## src/rtl/onset_split_peak_and_snr_unit_assert.svh

```systemverilog
// Assertion macros for the onset split peak and SNR unit.
`ifndef ONSET_SPLIT_PEAK_AND_SNR_UNIT_ASSERT_SVH
`define ONSET_SPLIT_PEAK_AND_SNR_UNIT_ASSERT_SVH
`ifndef SYNTH
`define OSP_ASSERT_NOW(lbl, ante, cons) \
  lbl: assert property (@(posedge clk) disable iff (!rst_n) (ante) |-> (cons)) \
    else $error("osp assertion failed");
`define OSP_ASSERT_NEXT(lbl, ante, cons) \
  lbl: assert property (@(posedge clk) disable iff (!rst_n) (ante) |=> (cons)) \
    else $error("osp assertion failed");
`else
`define OSP_ASSERT_NOW(lbl, ante, cons)
`define OSP_ASSERT_NEXT(lbl, ante, cons)
`endif
`endif

```

## src/rtl/osp_pkg.sv

```systemverilog
// Shared types and constants of the onset split peak and SNR unit.
package osp_pkg;
  localparam int SAMPLE_W  = 24;
  localparam int PEAK_W    = 24;
  localparam int IDX_W     = 16;
  localparam int RATIO_W   = 39;
  localparam int FRAC_W    = 16;
  localparam int NUM_W     = PEAK_W + FRAC_W;
  localparam int DIV_STEPS = NUM_W;
  localparam int STEP_W    = $clog2(DIV_STEPS);

  localparam logic [STEP_W-1:0]  STEP_LAST = STEP_W'(DIV_STEPS - 1);
  localparam logic [IDX_W-1:0]   CNT_LIMIT = {IDX_W{1'b1}};
  localparam logic [RATIO_W-1:0] RATIO_MAX = {RATIO_W{1'b1}};
  localparam logic [PEAK_W-1:0]  PEAK_LIM  = {1'b1, {(PEAK_W-1){1'b0}}};

  // one finished record handed from front to back
  typedef struct packed {
    logic [PEAK_W-1:0] peak;
    logic [IDX_W-1:0]  pos;
    logic [PEAK_W-1:0] noise;
  } rec_t;

  typedef enum logic [2:0] {
    ST_IDLE = 3'b001,
    ST_DIV  = 3'b010,
    ST_DONE = 3'b100
  } back_state_t;
endpackage

```

## src/rtl/onset_split_peak_and_snr_unit.sv

```systemverilog
// Onset split peak amplitude and SNR unit, top level.
// Throughput: one sample per cycle, held off by in_full only while two finished records wait.
// The record of a last sample passes through the queue into the divider once the back
// end is idle, then through 40 divider steps into the result register.
// A zero noise peak skips the divider and goes from the queue straight to the result.
// Reset (rst_n low, synchronous): onset index 0, record state and queue cleared, no result.
`include "onset_split_peak_and_snr_unit_assert.svh"
module onset_split_peak_and_snr_unit (
  input  logic                                clk,
  input  logic                                rst_n,
  input  logic                                cfg_we,
  input  logic [osp_pkg::IDX_W-1:0]           cfg_data,
  input  logic                                in_push,
  output logic                                in_full,
  input  logic signed [osp_pkg::SAMPLE_W-1:0] in_sample,
  input  logic                                in_last,
  output logic                                out_empty,
  input  logic                                out_pop,
  output logic [osp_pkg::PEAK_W-1:0]          out_peak_amplitude,
  output logic [osp_pkg::IDX_W-1:0]           out_peak_position,
  output logic [osp_pkg::RATIO_W-1:0]         out_snr_ratio,
  output logic                                out_noise_zero
);
  logic          q_push, q_full, q_pop, q_empty;
  osp_pkg::rec_t q_din, q_dout;

  assign in_full = q_full;

  osp_front u_front (
    .clk       (clk),
    .rst_n     (rst_n),
    .cfg_we    (cfg_we),
    .cfg_data  (cfg_data),
    .in_push   (in_push),
    .in_sample (in_sample),
    .in_last   (in_last),
    .q_full    (q_full),
    .q_push    (q_push),
    .q_din     (q_din)
  );

  osp_queue u_queue (
    .clk   (clk),
    .rst_n (rst_n),
    .push  (q_push),
    .din   (q_din),
    .full  (q_full),
    .pop   (q_pop),
    .dout  (q_dout),
    .empty (q_empty)
  );

  osp_back u_back (
    .clk                (clk),
    .rst_n              (rst_n),
    .q_empty            (q_empty),
    .q_dout             (q_dout),
    .q_pop              (q_pop),
    .out_pop            (out_pop),
    .out_empty          (out_empty),
    .out_peak_amplitude (out_peak_amplitude),
    .out_peak_position  (out_peak_position),
    .out_snr_ratio      (out_snr_ratio),
    .out_noise_zero     (out_noise_zero)
  );

  `OSP_ASSERT_NOW(a_nz_sat, !out_empty && out_noise_zero, out_snr_ratio == osp_pkg::RATIO_MAX)
  `OSP_ASSERT_NOW(a_zero_peak, !out_empty && !out_noise_zero && out_peak_amplitude == '0, out_snr_ratio == '0)
  `OSP_ASSERT_NOW(a_peak_lim, !out_empty, out_peak_amplitude <= osp_pkg::PEAK_LIM)
  `OSP_ASSERT_NEXT(a_last_queued, in_push && !in_full && in_last, !q_empty)
endmodule

```

## src/rtl/osp_front.sv

```systemverilog
// Front end: onset register, per-sample peak tracking, record hand-off.
module osp_front (
  input  logic                          clk,
  input  logic                          rst_n,
  input  logic                          cfg_we,
  input  logic [osp_pkg::IDX_W-1:0]     cfg_data,
  input  logic                          in_push,
  input  logic signed [osp_pkg::SAMPLE_W-1:0] in_sample,
  input  logic                          in_last,
  input  logic                          q_full,
  output logic                          q_push,
  output osp_pkg::rec_t                 q_din
);
  logic [osp_pkg::IDX_W-1:0]  onset_r;
  logic [osp_pkg::IDX_W-1:0]  cnt_r, cnt_nxt;
  logic [osp_pkg::PEAK_W-1:0] noise_r, noise_nxt;
  logic [osp_pkg::PEAK_W-1:0] sig_r, sig_nxt;
  logic [osp_pkg::IDX_W-1:0]  sidx_r, sidx_nxt;
  logic [osp_pkg::PEAK_W-1:0] mag;
  logic [osp_pkg::PEAK_W-1:0] noise_upd, sig_upd;
  logic [osp_pkg::IDX_W-1:0]  sidx_upd;
  logic                       accept, is_noise;

  assign accept   = in_push && !q_full;
  assign mag      = in_sample[osp_pkg::SAMPLE_W-1] ? (~in_sample + 1'b1) : in_sample;
  assign is_noise = cnt_r < onset_r;

  always_comb begin
    noise_upd = noise_r;
    sig_upd   = sig_r;
    sidx_upd  = sidx_r;
    if (is_noise) begin
      if (mag > noise_r) noise_upd = mag;
    end else if (mag > sig_r) begin
      sig_upd  = mag;
      sidx_upd = cnt_r;
    end
  end

  always_comb begin
    cnt_nxt   = cnt_r;
    noise_nxt = noise_r;
    sig_nxt   = sig_r;
    sidx_nxt  = sidx_r;
    if (accept) begin
      if (in_last) begin
        cnt_nxt   = '0;
        noise_nxt = '0;
        sig_nxt   = '0;
        sidx_nxt  = '0;
      end else begin
        cnt_nxt   = (cnt_r == osp_pkg::CNT_LIMIT) ? cnt_r : cnt_r + 1'b1;
        noise_nxt = noise_upd;
        sig_nxt   = sig_upd;
        sidx_nxt  = sidx_upd;
      end
    end
  end

  assign q_push      = accept && in_last;
  assign q_din.peak  = sig_upd;
  // no signal sample above zero: position reports the onset
  assign q_din.pos   = (sig_upd == '0) ? onset_r : sidx_upd;
  assign q_din.noise = noise_upd;

  always_ff @(posedge clk) begin
    if (!rst_n) begin
      onset_r <= '0;
      cnt_r   <= '0;
      noise_r <= '0;
      sig_r   <= '0;
      sidx_r  <= '0;
    end else begin
      if (cfg_we) onset_r <= cfg_data;
      cnt_r   <= cnt_nxt;
      noise_r <= noise_nxt;
      sig_r   <= sig_nxt;
      sidx_r  <= sidx_nxt;
    end
  end
endmodule

```

## src/rtl/osp_queue.sv

```systemverilog
// Two-entry record queue between front and back.
module osp_queue (
  input  logic          clk,
  input  logic          rst_n,
  input  logic          push,
  input  osp_pkg::rec_t din,
  output logic          full,
  input  logic          pop,
  output osp_pkg::rec_t dout,
  output logic          empty
);
  osp_pkg::rec_t mem_r [2];
  logic       wp_r, wp_nxt, rp_r, rp_nxt;
  logic [1:0] cnt_r, cnt_nxt;
  logic       do_push, do_pop;

  assign full    = cnt_r == 2'd2;
  assign empty   = cnt_r == 2'd0;
  assign do_push = push && !full;
  assign do_pop  = pop && !empty;
  assign dout    = mem_r[rp_r];

  always_comb begin
    wp_nxt  = do_push ? ~wp_r : wp_r;
    rp_nxt  = do_pop ? ~rp_r : rp_r;
    cnt_nxt = cnt_r;
    if (do_push && !do_pop) cnt_nxt = cnt_r + 1'b1;
    else if (!do_push && do_pop) cnt_nxt = cnt_r - 1'b1;
  end

  always_ff @(posedge clk) begin
    if (do_push) mem_r[wp_r] <= din;
  end

  always_ff @(posedge clk) begin
    if (!rst_n) begin
      wp_r  <= 1'b0;
      rp_r  <= 1'b0;
      cnt_r <= '0;
    end else begin
      wp_r  <= wp_nxt;
      rp_r  <= rp_nxt;
      cnt_r <= cnt_nxt;
    end
  end
endmodule

```

## src/rtl/osp_back.sv

```systemverilog
// Back end: bit-serial restoring divide for the ratio, result register.
module osp_back (
  input  logic                          clk,
  input  logic                          rst_n,
  input  logic                          q_empty,
  input  osp_pkg::rec_t                 q_dout,
  output logic                          q_pop,
  input  logic                          out_pop,
  output logic                          out_empty,
  output logic [osp_pkg::PEAK_W-1:0]    out_peak_amplitude,
  output logic [osp_pkg::IDX_W-1:0]     out_peak_position,
  output logic [osp_pkg::RATIO_W-1:0]   out_snr_ratio,
  output logic                          out_noise_zero
);
  osp_pkg::back_state_t state_r, state_nxt;
  logic [osp_pkg::NUM_W-1:0]   num_r, num_nxt;   // dividend, then quotient
  logic [osp_pkg::PEAK_W-1:0]  rem_r, rem_nxt;
  logic [osp_pkg::PEAK_W-1:0]  den_r;
  logic [osp_pkg::STEP_W-1:0]  step_r, step_nxt;
  logic [osp_pkg::PEAK_W-1:0]  peak_r;
  logic [osp_pkg::IDX_W-1:0]   pos_r;
  logic [osp_pkg::RATIO_W-1:0] ratio_r, ratio_nxt;
  logic                        nz_r, nz_nxt;
  logic [osp_pkg::PEAK_W:0]    trial;
  logic [osp_pkg::PEAK_W-1:0]  diff;
  logic                        qbit, take;

  assign take  = (state_r == osp_pkg::ST_IDLE) && !q_empty;
  assign q_pop = take;
  assign trial = {rem_r, num_r[osp_pkg::NUM_W-1]};
  // difference is below the divisor whenever it is taken, so 24 bits hold it
  assign diff  = trial[osp_pkg::PEAK_W-1:0] - den_r;
  assign qbit  = trial >= {1'b0, den_r};

  always_comb begin
    state_nxt = state_r;
    num_nxt   = num_r;
    rem_nxt   = rem_r;
    step_nxt  = step_r;
    ratio_nxt = ratio_r;
    nz_nxt    = nz_r;
    unique case (state_r)
      osp_pkg::ST_IDLE: begin
        if (take) begin
          num_nxt  = {q_dout.peak, {osp_pkg::FRAC_W{1'b0}}};
          rem_nxt  = '0;
          step_nxt = '0;
          if (q_dout.noise == '0) begin
            ratio_nxt = osp_pkg::RATIO_MAX;
            nz_nxt    = 1'b1;
            state_nxt = osp_pkg::ST_DONE;
          end else begin
            nz_nxt    = 1'b0;
            state_nxt = osp_pkg::ST_DIV;
          end
        end
      end
      osp_pkg::ST_DIV: begin
        rem_nxt  = qbit ? diff : trial[osp_pkg::PEAK_W-1:0];
        num_nxt  = {num_r[osp_pkg::NUM_W-2:0], qbit};
        step_nxt = step_r + 1'b1;
        if (step_r == osp_pkg::STEP_LAST) begin
          ratio_nxt = num_nxt[osp_pkg::NUM_W-1] ? osp_pkg::RATIO_MAX
                                                : num_nxt[osp_pkg::RATIO_W-1:0];
          state_nxt = osp_pkg::ST_DONE;
        end
      end
      osp_pkg::ST_DONE: begin
        if (out_pop) state_nxt = osp_pkg::ST_IDLE;
      end
      default: state_nxt = osp_pkg::ST_IDLE;
    endcase
  end

  always_ff @(posedge clk) begin
    num_r   <= num_nxt;
    rem_r   <= rem_nxt;
    step_r  <= step_nxt;
    ratio_r <= ratio_nxt;
    nz_r    <= nz_nxt;
    if (take) begin
      den_r  <= q_dout.noise;
      peak_r <= q_dout.peak;
      pos_r  <= q_dout.pos;
    end
  end

  always_ff @(posedge clk) begin
    if (!rst_n) state_r <= osp_pkg::ST_IDLE;
    else        state_r <= state_nxt;
  end

  assign out_empty          = state_r != osp_pkg::ST_DONE;
  assign out_peak_amplitude = peak_r;
  assign out_peak_position  = pos_r;
  assign out_snr_ratio      = ratio_r;
  assign out_noise_zero     = nz_r;
endmodule
```

## config.mk

```make
export PLATFORM = sky130hd
export DESIGN_NAME = onset_split_peak_and_snr_unit
export DESIGN_NICKNAME = d
export VERILOG_FILES = /design/src/rtl/osp_pkg.sv /design/src/rtl/onset_split_peak_and_snr_unit.sv /design/src/rtl/osp_front.sv /design/src/rtl/osp_queue.sv /design/src/rtl/osp_back.sv
export VERILOG_INCLUDE_DIRS = /design/src /design/src/rtl
export SDC_FILE = /design/constraint.sdc
export NUM_CORES = 1
export LEC_CHECK = 0
export BUFFER_PORTS_ARGS = -buffer_cell sky130_fd_sc_hd__buf_2
export CAP_MARGIN = 15
export CORE_MARGIN = 8
export CORE_UTILIZATION = 55
export CTS_BUF_LIST = sky130_fd_sc_hd__clkbuf_4 sky130_fd_sc_hd__clkbuf_8
export DETAILED_ROUTE_END_ITERATION = 8
export PLACE_DENSITY = 0.72
export SLEW_MARGIN = 5
export SYNTH_ARGS = -nofsm -noshare
export SYNTH_HDL_FRONTEND = slang
export SYNTH_SLANG_ARGS = --single-unit
```

## constraint.sdc

```tcl
create_clock -name clk -period 7.4 [get_ports clk]
set_input_delay 0 -clock clk [delete_from_list [all_inputs] [get_ports clk]]
set_output_delay 0 -clock clk [all_outputs]
set_load 0.02 [all_outputs]
```

Word level (Yosys, flattened, before mapping)
Memory sizes are Yosys's and may differ from the RTL's. A register that Yosys moved wholly into a read port is not among the register bits.
Index checks and enable logic that the tools add are counted.
- register bits after elaboration: 277
- output and inout bits: 82
- bits in writable memories: 128
- memories kept: 1
- input bits: 46
- bits in latches: 0
- ROM bits: 0
- memories (memory ; depth ; width ; rd ports ; clocked after memory_dff ; wr ports ; line ; text):
    u_queue.mem_r ; 2 ; 64 ; 1 ; 1 ; 1 ; osp_queue.sv:12 ; osp_pkg::rec_t mem_r [2];
- $add $sub $neg: 6
- div/mod/pow operators: 0
- reduce and logical (&&, ||, !) cells: 21
- equal/unequal tests: 12
- mux-type cells: 37
- bitwise logic cells: 3
- multiply operators: 0
- magnitude comparators: 4
- shifts and indexed selects: 0
- operator list (cell ; number):
    two-way mux 24 bit ; 9
    two-way mux 39 bit ; 4
    two-way mux 16 bit ; 6
    case mux 40 bit (2 select lines) ; 1
    case mux 39 bit (2 select lines) ; 1
    greater-than comparator 24 bit ; 2
    zero test 24 bit ; 2
    case mux 24 bit (2 select lines) ; 1
    two-way mux 40 bit ; 1
    greater-or-equal comparator 25 x 24 -> 1 bit ; 1
    adder 24 x 1 -> 24 bit, second input constant ; 1
    inverter 24 bit ; 1
    subtractor 24 bit ; 1
    adder 16 x 1 -> 16 bit, second input constant ; 1
    equality test 16 bit, second input constant ; 1
    less-than comparator 16 bit ; 1
    two-way mux 3 bit ; 4
    case mux 6 bit (2 select lines) ; 1
    case mux 3 bit (3 select lines) ; 1
    inequality test 2 bit, second input constant ; 4
    logical AND 1 bit ; 7
    adder 6 x 1 -> 6 bit, second input constant ; 1
    equality test 6 bit, second input constant ; 1
    two-way mux 6 bit ; 1
    other kinds (17) ; 29

Depth between registers and ports, before layout
- depth after elaboration: 9
- mapped depth: 18
- gate-level depth less buffers: 16

Cells and area by module
Synthesis repeated with hierarchy kept, for this count alone.
- cells, all modules: 1678
- area total of the unflattened synthesis: 19479.9 sq um
- by module, submodules not included (module ; area an instance (sq um) ; times used ; cells each ; seq. area each (sq um)):
    osp_back ; 7975.1 ; 1 ; 630 ; 5285.1
    osp_front ; 6633.9 ; 1 ; 824 ; 1921.8
    osp_queue ; 4870.9 ; 1 ; 224 ; 3943.8

Worst setup path after synthesis
OpenSTA, ideal clock, no wires.
- path kind: reg2reg
- start point: reg with a tool-made name
- end point: reg u_back.ratio_r, in the netlist u_back.out_snr_ratio[0] (enable)
- arrival time: 5.788 ns
- cell stages (with the launch flop): 9
- setup time: 0.533 ns
- slack: 1.080 ns
- buffers on the path: 2
- cell sequence: dfxtp_1 > clkbuf_1 > clkbuf_1 > mux2_2 > nor4_1 > nand4_1 > nand3b_1 > o21a_1 > nor4_1
- RTL lines (what ; line ; text):
    end signal: assignment ; osp_back.sv:79 ; ratio_r <= ratio_nxt;
    end: declaration ; osp_back.sv:22 ; logic [osp_pkg::RATIO_W-1:0] ratio_r, ratio_nxt;

==> results_dict.tcl <==
set metrics [dict create \
    status "complete, but fails checks" \
    failed_checks "negative hold slack" \
    worstSetupEndpointType "register" \
    slew_headroom 0.272 \
    slowest_delay_ns 0.66 \
    dr_total_vias 13500 \
    dieWidth_um 203 \
    critical_path.top_delay_family "simple AND/OR/NAND/NOR gates" \
    drc 0 \
    ant_nets 0 \
    routedWlPerCell_um 19.5 \
    cts_buffers 68 \
    maxSlewViolCount 0 \
    initial_core_util 0.559 \
    grt_max_degree 102 \
    crit_buf_inv 4 \
    synth_edf_count 302 \
    areaGrowthSynthToFinish_pct 15.7 \
    grt_pass1_wl_um 71700 \
    gp_congestion 0.884 \
    multiInputGateArea_um2 7410 \
    cts_tree "done" \
    clk_pin_slew_ns 0.06 \
    synthArstFlopShare 0 \
    holdWs_ns -0.00163 \
    ys.warnings.count 0 \
    yosysUniqueCellTypes 64 \
    core_um2 34500 \
    finalHoldViolCount 1 \
    root_buffer "clkbuf_8" \
    power_per_cell_area_nw_per_um2 367 \
    setup-violations-final 0 \
    dieArea_um2 41400 \
    rsz0062_at_grt "no" \
    hpwl_um 31200 \
    synth_area_leaders "edfxtp_1 47%, dfxtp_1 11%, ha_1 5.9%, mux2_2 5.4%, nand2_1 2.8%" \
    fin_setup_tns_ns 0 \
    crit_arrival_ns 5.82 \
    syn_nets 1763 \
    drive_above_1_share 0.208 \
    ys_seq_area_frac 0.577 \
    dp.cells 2165 \
    grt_pass1_vias 13200 \
    max_cap_violations 0 \
    hp-class "in -> reg" \
    io_buffer_count 127 \
    ir_drop_uv 259 \
    clock_path_buffers 3 \
    ys_top_cells_by_count "302 x edfxtp_1, 142 x nand2_1, 123 x inv_1" \
    fp.dieH_um 203 \
    cp-start-kind "input port" \
    synthFlopType "edfxtp_1" \
    gr-total-overflow 0 \
    crit_fanout 32 \
    cts.sinks 406 \
    yosysTopAreaCell "edfxtp_1" \
    fin_cells 2341 \
    clock_skew_ns 0.0230 \
    synth_most_common_cell "edfxtp_1" \
    io_pins 128 \
    netlist_instances 1625 \
    period_share 0.736 \
    seq_area_um2 11200 \
    syn-cell-area_um2 19300 \
    fin_util 0.647 \
    fmax_mhz 184 \
    nets 1972 \
    required_ns 7.78 \
    grtUsageTotal 0.217 \
    firstDrtPassIters 6 \
    antenna_found_initial 1 \
    insertion_delay_ns 0.61 \
    ys_seq_elements 406 \
    critical_path.slowest_cell "or4b_2" \
    cts_max_level 3 \
    layout_min_cycle_time_ns 5.44 \
    avgSynthCellArea_um2 11.9 \
    first_iter_violations 1052 \
    rows 68 \
    critPathMostFrequentCell "ha_1" \
    p_leak_nw 8.27 \
    wl_um 45700 \
    crit_chain "dlygate4sd3_1 > buf_2 > inv_1 > ha_1 > or4b_2 > or4_1 > o41ai_1 > xnor2_1 > ha_1 > nand4_1 > nor4_1 > o21a_1 > a21oi_1 > nor3_2 > buf_4 > mux2_2 > a221oi_1" \
    via_per_inst 5.77 \
    worstSetupPathType "in -> reg" \
    tightest_slew_ns 1.09 \
    n_fill_cell 2661 \
    netlist.area_leader.share 0.469 \
]
[final timing paths]
kind | start | end | slack [ns] | depth (start not counted)
max reg2reg | register | u_back.out_snr_ratio[37]$_SDFFCE_PP1P_ | 3.89 | 7
min | in_push | u_front.sig_r[6]$_SDFFE_PN0P_ | -0.002 | 5
min reg2reg | u_front.noise_r[9]$_SDFFE_PN0P_ | u_front.noise_r[9]$_SDFFE_PN0P_ | 0.47 | 2
max | in_sample[0] | u_queue.mem_r[0][39]$_DFFE_PP_ | 1.96 | 17
[logic make-up (layout without fill, tap and decap cells)]
logic type | Yosys count | after routing | synth area share
AND/OR/NAND/NOR | 446 | 446 | 0.115
flip-flops | 406 | 406 | 0.577
AO/OA/AOI/OAI | 299 | 299 | 0.110
buffers and inverters | 200 | 460 | 0.0408
multiplexers | 123 | 123 | 0.0698
adder cells (fa/ha/maj) | 92 | 92 | 0.0600
XOR/XNOR | 59 | 59 | 0.0268
other | 0 | 1 | 0
[flip-flops by register name, indices dropped and copies added (netlist names), 16 cells and up, named ones only]
register,count
u_queue.mem_r,128
u_back.num_r,40
u_back.out_snr_ratio,39
u_back.den_r,24
u_back.out_peak_amplitude,24
u_back.rem_r,24
u_front.noise_r,24
u_front.sig_r,24
u_back.out_peak_position,16
u_front.cnt_r,16
u_front.onset_r,16
u_front.sidx_r,16
[power by group]
| part | total (W) | switching, W | internal [W] |
|---|---|---|---|
| logic | 0.00281 | 0.00177 | 0.00104 |
| registers | 0.00346 | 0.000250 | 0.00321 |
| clock network | 0.00193 | 0.000886 | 0.00105 |
| total | 0.00820 | 0.00290 | 0.00530 |
[tightest hold or removal path, stage by stage]
cell     delay, ns
buf_2         0.11
nand2_1       0.08
nand2_1       0.07
o21ai_1       0.11
a22o_1        0.19
[repair_timing]
| item | CTS | global route |
|---|---|---|
| hold endpoints to repair | 49 | 0 |
| endpoints found under the setup margin | 0 | 0 |
| setup buffers | 0 | 0 |
| hold buffers | 52 | 0 |
| resized for setup | 0 | 0 |
[per-stage QoR]
stage               setup slack, ns  cell area (µm²)  hold WS (ns)  power, W
floorplan                      1.08            19300         0.126   0.00552
global placement               2.13            20500         0.256   0.00622
detailed placement             1.96            20500         0.267   0.00628
CTS                            2.04            22300        0.0239   0.00825
global route                   1.63            22300        0.0465   0.00868
finish                         1.96            22300      -0.00163   0.00820
[cells in the final DEF (no fill, tap or decap), drive strengths merged, types with 7 or more instances in the layout]
master       synthesis  layout
nor3                36      36
o21a                 8       8
xor2                12      12
o22ai               26      26
ha                  91      91
or4                  8       8
a221oi              17      17
o31ai                9       9
dlygate4sd3          0      52
clkbuf              67      91
nand2b               8       8
xnor2               47      47
o211ai               9       9
a32o                24      24
o21ai               83      83
edfxtp             302     302
nand3               23      23
nor2                71      71
a22o                16      16
a21oi               41      41
dfxtp              104     104
nand2              142     142
mux2i               30      30
nand4               23      23
a31oi                7       7
inv                123     124
mux2                93      93
a21o                17      17
and2                25      25
nor2b               24      24
clkinv               0      24
or3                 47      47
buf                 10     164
a211oi              13      13
nor4                21      21
[area by class of cell]
class | count | share of cell area
clock buffers | 91 | 0.0516
repair buffers | 216 | 0.0642
well taps | 455 | 0.0255
inverters | 123 | 0.0207
multi-input cells | 1019 | 0.331
clock inverters | 30 | 0.00745
diodes | 1 | 0.000112
flip-flops and latches | 406 | 0.499
[per-layer routing]
| layer | global-route usage | share of wire |
|---|---|---|
| met5 | 0 | 0 |
| met4 | 0.0759 | 0.026 |
| met3 | 0.0463 | 0.075 |
| met2 | 0.341 | 0.45 |
| met1 | 0.294 | 0.45 |
Note: power is estimated with default switching activity, not from simulation.
